**config.mk**
```make
export PLATFORM = sky130hd
export DESIGN_NAME = nnfs_front
export DESIGN_NICKNAME = d
export VERILOG_FILES = /design/src/sv/nnfs_pkg.sv /design/src/sv/nnfs_front.sv
export SDC_FILE = /design/constraint.sdc
export NUM_CORES = 1
export LEC_CHECK = 0
export BUFFER_PORTS_ARGS = -buffer_cell sky130_fd_sc_hd__buf_2
export CAP_MARGIN = 20
export CORE_UTILIZATION = 45
export DETAILED_ROUTE_END_ITERATION = 8
export PLACE_DENSITY = 0.67
export SKIP_CTS_REPAIR_TIMING = 1
export SYNTH_ARGS = -nofsm -noshare
export SYNTH_HDL_FRONTEND = slang
export SYNTH_SLANG_ARGS = --single-unit
```
**constraint.sdc**
```tcl
create_clock -name clk -period 4.37 [get_ports clk]
set_clock_uncertainty 0.2 [all_clocks]
set_input_delay 0.2185 -clock clk [delete_from_list [all_inputs] [get_ports clk]]
set_output_delay 0.2185 -clock clk [all_outputs]
set_load 0.02 [all_outputs]
```
**src/sv/nnfs_pkg.sv**
```systemverilog
`default_nettype none
package nnfs_pkg;

  localparam int STORE_DEPTH   = 16384;
  localparam int STORE_ADDR_W  = $clog2(STORE_DEPTH);
  localparam int MAX_DST_WIDTH = 160;

  localparam int CFG_INDEX_W = 2;
  localparam int CFG_DATA_W  = 9;

  // The queue pointers wrap by overflow, so the depth stays a power of two.
  localparam int QUEUE_DEPTH = 4;
  localparam int QUEUE_PTR_W = $clog2(QUEUE_DEPTH);

  // Dividend is destination coordinate (8 bits) times source size (9 bits).
  localparam int DIVIDEND_W = 17;
  localparam int DIVISOR_W  = 8;
  localparam int QUOT_W     = 9;
  localparam int DIV_CNT_W  = $clog2(DIVIDEND_W);

  // Source address is source row times source width plus source column.
  localparam int SRC_ADDR_W = 19;

  typedef enum logic {
    OP_LOAD = 1'b0,
    OP_READ = 1'b1
  } op_t;

  typedef enum logic [CFG_INDEX_W-1:0] {
    REG_SRC_WIDTH  = 2'd0,
    REG_SRC_HEIGHT = 2'd1,
    REG_DST_WIDTH  = 2'd2,
    REG_DST_HEIGHT = 2'd3
  } reg_idx_t;

  typedef enum logic [2:0] {
    ST_IDLE,
    ST_MUL,
    ST_DIV,
    ST_ADDR,
    ST_MEM,
    ST_WB
  } back_state_t;

  typedef struct packed {
    logic        func;
    logic [15:0] load_index;
    logic [15:0] load_pixel;
  } in_t;

  typedef struct packed {
    logic [15:0] pixel;
    logic [7:0]  out_col;
    logic [7:0]  out_row;
    logic        row_last;
    logic        frame_last;
  } out_t;

  typedef struct packed {
    logic [8:0] src_width;
    logic [8:0] src_height;
    logic [7:0] dst_width;
    logic [7:0] dst_height;
  } cfg_t;

  typedef struct packed {
    op_t                     op;
    logic [STORE_ADDR_W-1:0] addr;
    logic [15:0]             pixel;
  } qent_t;

endpackage
`default_nettype wire

```
**src/sv/nnfs_front.sv**
```systemverilog
`default_nettype none
module nnfs_front
  import nnfs_pkg::*;
(
  input  wire logic  clk,
  input  wire logic  rst,
  input  wire logic  in_valid,
  output logic       in_ready,
  input  wire in_t   in_data,
  output logic       q_valid,
  output qent_t      q_head,
  input  wire logic  q_pop
);

  qent_t                  entries [QUEUE_DEPTH];
  logic [QUEUE_PTR_W-1:0] wr_ptr;
  logic [QUEUE_PTR_W-1:0] rd_ptr;
  logic [QUEUE_PTR_W:0]   count;
  logic                   full;
  logic                   in_range;
  logic                   push;
  qent_t                  ent;

  assign full     = count == (QUEUE_PTR_W + 1)'(QUEUE_DEPTH);
  assign in_ready = !full;
  assign q_valid  = count != '0;
  assign q_head   = entries[rd_ptr];

  // Loads that fall outside the store are taken and dropped here.
  assign in_range = {1'b0, in_data.load_index} < 17'(STORE_DEPTH);
  assign push     = in_valid && in_ready &&
                    (op_t'(in_data.func) == OP_READ || in_range);

  always_comb begin
    ent.op    = op_t'(in_data.func);
    ent.addr  = in_data.load_index[STORE_ADDR_W-1:0];
    ent.pixel = in_data.load_pixel;
  end

  always_ff @(posedge clk) begin
    if (rst) begin
      wr_ptr <= '0;
      rd_ptr <= '0;
      count  <= '0;
    end else begin
      if (push) begin
        wr_ptr <= wr_ptr + 1'b1;
      end
      if (q_pop) begin
        rd_ptr <= rd_ptr + 1'b1;
      end
      if (push && !q_pop) begin
        count <= count + 1'b1;
      end else if (!push && q_pop) begin
        count <= count - 1'b1;
      end
    end
  end

  always_ff @(posedge clk) begin
    if (push) begin
      entries[wr_ptr] <= ent;
    end
  end

endmodule
`default_nettype wire

```
# Yosys cells after proc, flatten, opt, wreduce, memory -nomap -nowiden
# Memories as Yosys holds them, arrays and structs flattened. A register that Yosys moved wholly into a read port is not among the register bits.
# Cells that the tools add are included.
[word_totals]
inputBits = 37
output_inout_bits = 33
regBits = 7
memories = 1
ramBits = 124
elab_cells = 26
[classes]
order_cmp = 1
eq_ne = 1
n_mux = 6
n_reduce_logical = 10
n_addsub = 4
[memory_table]
columns = ["memory", "depth", "width", "rd", "rd_clocked_by_memory_dff", "write_ports", "line_no", "rtl"]
rows = [
  ["entries", 4, 31, 1, 1, 1, "nnfs_front.sv:15", "qent_t entries [QUEUE_DEPTH];"],
]
[ops]
columns = ["cell", "count"]
rows = [
  ["16-bit by 15-bit less-than comparator with 1-bit output (second input constant)", 1],
  ["3-bit two-way mux", 2],
  ["2-bit by 1-bit adder with 2-bit output (second input constant)", 2],
  ["1-bit logical AND", 4],
  ["2-bit two-way mux", 2],
  ["3-bit by 1-bit adder with 3-bit output (second input constant)", 1],
  ["3-bit equality test (second input constant)", 1],
  ["1-bit logical NOT", 3],
  ["3-bit nonzero test", 1],
  ["3-bit by 1-bit subtractor with 3-bit output (second input constant)", 1],
  ["1-bit two-way mux", 2],
  ["2-bit nonzero test", 1],
  ["1-bit logical OR", 1],
]

# Longest topological paths before layout
[logic_depth]
ltp_word = 8
mapped_depth = 8
depth_no_buf = 8

# Least setup slack after synthesis
# No wires, ideal clock.
[synth_timing]
path_type = "flip-flop to flip-flop"
startpoint = "register count[0]"
endpoint = "register count[2]"
n_path_buf = 0
setup_slack_ps = 2075
period_less_slack_ps = 2295
t_required_ps = 4100
arrival_time_ps = 2025
setup_ps = 70
path_stages_with_launch = 9
cell_sequence = "dfxtp_1 or3b_1 o211a_4 ha_1 inv_1 fa_1 xor2_1 or3_1 a21oi_1"
[synth_via]
elab_chain_len = 7
word_cells_on_any_way = 12
classes_between = "add/sub (2); eq/ne (1); mux (2); reduce/logical (7)"
[synth_lines]
columns = ["item", "line_no", "rtl"]
rows = [
  ["from (decl)", "nnfs_front.sv:18", "logic [QUEUE_PTR_W:0] count;"],
  ["from (signal assigned)", "nnfs_front.sv:53", "count <= count + 1'b1;"],
  ["from (signal assigned)", "nnfs_front.sv:55", "count <= count - 1'b1;"],
  ["3-bit equality test *", "nnfs_front.sv:24", "assign full = count == (QUEUE_PTR_W + 1)'(QUEUE_DEPTH);"],
  ["1-bit logical NOT *", "nnfs_front.sv:25", "assign in_ready = !full;"],
  ["via in_ready", "nnfs_front.sv:8", "output logic in_ready,"],
  ["1-bit logical AND * (2 in a row)", "nnfs_front.sv:31", "assign push = in_valid && in_ready &&"],
  ["via push", "nnfs_front.sv:21", "logic push;"],
  ["1-bit logical NOT", "nnfs_front.sv:54", "end else if (!push && q_pop) begin"],
  ["1-bit logical AND", "nnfs_front.sv:54", ""],
  ["2-bit nonzero test (no source line)", "--", ""],
]
# The timed path passes the listed nets; every way through them passes the cells marked *. The select of a mux whose other input is x is not followed.
# A chain may end at the register's enable or synchronous reset.

==> impl_results.md <==
- Total I/O pin count: 70
- Sw power: 0.723 mW
- Switching portion of total power: 0.225
- Buffers on Ports: 69
- Die W: 107 um
- Met2 GRT Util: 0.238
- Crit share post-route: 0.631
- CP Data Required Time: 3950 ps
- Number of placed instances, taps included: 408
- Later-pin clock latency in the skew report: around 500 ps
- Area of the core: 10500 um^2
- Final net count: 368
- FP Rows: 37
- Non-Filler Instances: ~470
- Number of global-route vias before repair: around 2400
- Met1 Usage GRT: 0.205
- Worst-path fanout max: 17
- Vias per cell: approximately 5
- Final Critical Period: about 2800 ps
- Endpoint class of the critical path: output port
- Total global routing overflow: 0
- Post-synth top area share: 0.756
- Final Cell Area: ~6300 um^2
- Register clock-pin slew on the reported worst setup and hold paths: about 60 ps
- Wirelength, routed: roughly 8 mm
- Initial antenna violation count: 0
- Flop pwr share: 0.468
- Root Buffer: clkbuf_8
- DR iter-0 viols: 161
- Placed Area: around 5400 um^2
- Setup ws final: approximately 1600 ps
- Status: finished clean
- Fmax: between 0.3 and 0.4 GHz
- DR DRC count: 0
- Inserted Diodes: 0
- Proportion of synthesized chip area in sequential cells: 0.792
- Synth Flop Type: edfxtp_1
- H-tree depth: 4
- Clk pwr share: 0.423
- Final core utilization: 0.606
- Post-synthesis register bit count: 133
- CTS tree: done
- Die Area: 11400 um^2
- Pre-CTS setup slack: approximately 2100 ps
- Syn nets: 252
- Worst min path class: in2reg
- Yosys cell types: 23
- Avg WL per Cell: about 17 um
- Area Overhead vs Synth: 28.7%
- Die boundary height: ~110 um
- Gr busiest metal: met2
- RSZ-0062 raised after global routing: no
- # clock sinks: 133
- Via count: around 2400
- Total track usage: 0.156
- Max cap viols: 0
- Final hold slack: ~54 ps
- Final Setup Violations: 0
- M3 GR Usage: 0.0590
- Mapped Cells: 209
- Layout cells sized above 1: 0.411
- Largest net degree at the start of global routing: 32
- Worst IR Drop VDD: roughly 0.28 mV
- Worst-case clock buffer depth: 2
- Tot Pwr: 3.21 mW
- Final hold violations: 0
- Setup_tns: 0 ps
- Async set or reset register ratio after synthesis: 0
- Pwr/cell area: roughly 510 nW/um^2
- Crit path DAT: ~2300 ps
- Cell area after synthesis: 4930 um^2
- Kind of critical path: reg2out
- Synth area leader: edfxtp_1
- Lkg Pwr: 2.20 nW
- Top post-synthesis cells by area: edfxtp_1 (76%), mux4_2 (14%), dfxtp_1 (3.7%)
- Post-synth EDFFs: 124
- GPL Wtd Cong: roughly 0.65
- Final Max Tran Viols: 0
- Routed Antenna Nets: 0
- First-pass GRT wire length: about 13 mm
- Slew headroom: 0.420
- Comb pwr share: 0.109
- Synthesis Warnings: 0
- Cts bufs inserted: 17
- Crit start category: register
- Syn_area_per_cell: 23.6 um^2
- First drt pass iteration count: 4
- Initial Util: 0.471
- Int Power: roughly 2.5 mW
- Slew at the pin closest to its max-slew limit: between 800 and 900 ps
- Hpwl dp: 4.67 mm
[cell usage in the layout (no fill, tap or decap), types with 5 or more instances in the layout]
master	instances
edfxtp_1	124
buf_2	69
dlygate4sd3_1	34
mux4_2	31
clkbuf_16	16
nor2_1	8
dfxtp_1	7
ha_1	5
[Yosys cell counts (2+ instances only)]
cell type  count
edfxtp_1     124
ha_1           5
inv_1          4
nor2_1         8
mux4_2        31
buf_2          3
buf_1          3
and2_2         4
xor2_1         3
nand2b_1       2
mux2i_1        2
dfxtp_1        9
[area by class of cell]
| type | count | area, um^2 |
|---|---|---|
| Clock buffer | 18 | 418 |
| Clock inverter | 14 | 160 |
| Fill cell | 772 | 4120 |
| Inverter | 4 | 15.0 |
| Multi-Input combinational cell | 65 | 977 |
| Sequential cell | 133 | 3910 |
| Tap cell | 136 | 170 |
| Timing Repair Buffer | 104 | 693 |
[kinds of logic after synthesis]
logic type / share of synthesized area
flip-flops: 0.792
multiplexers: 0.149
AND/OR/NAND/NOR: 0.0201
buffers and inverters: 0.00914
adder cells (fa/ha/maj): 0.0168
XOR/XNOR: 0.00711
AO/OA/AOI/OAI: 0.00559
[sequential cells by signal, summed over array words and instances, names as in the netlist, named ones only]
name,count
wr_ptr,2
entries,124
count,3
rd_ptr,2
[power by group through the flow]
stage,clock network [mW],registers (mW),logic (mW)
after floorplan,0,1.51,0.238
after global placement,0,1.53,0.329
after detailed placement,0,1.53,0.333
after CTS,1.39,1.51,0.334
after global routing,1.44,1.51,0.382
final,1.36,1.50,0.351
[routing by layer]
metal	share of wire	wire [um]
met1	0.45	3640
met2	0.48	3940
met3	0.057	467
met4	0.013	108
met5	0	0
[critical path: stages (launching register included)]
cell	delay, ps
dfxtp_2	660
buf_4	420
mux4_2	560
buf_2	170
[worst paths after layout]
path / startpoint / endpoint / slack (ps) / depth (start not counted)
max: register / q_head[1] / 1610 / 3
min: in_data[30] / wr_ptr[1] / 50 / 4
max reg2reg: count[0] / count[2] / 2100 / 8
min reg2reg: count[2] / count[2] / 310 / 2
No activity file was read; power rests on OpenSTA's default activity.
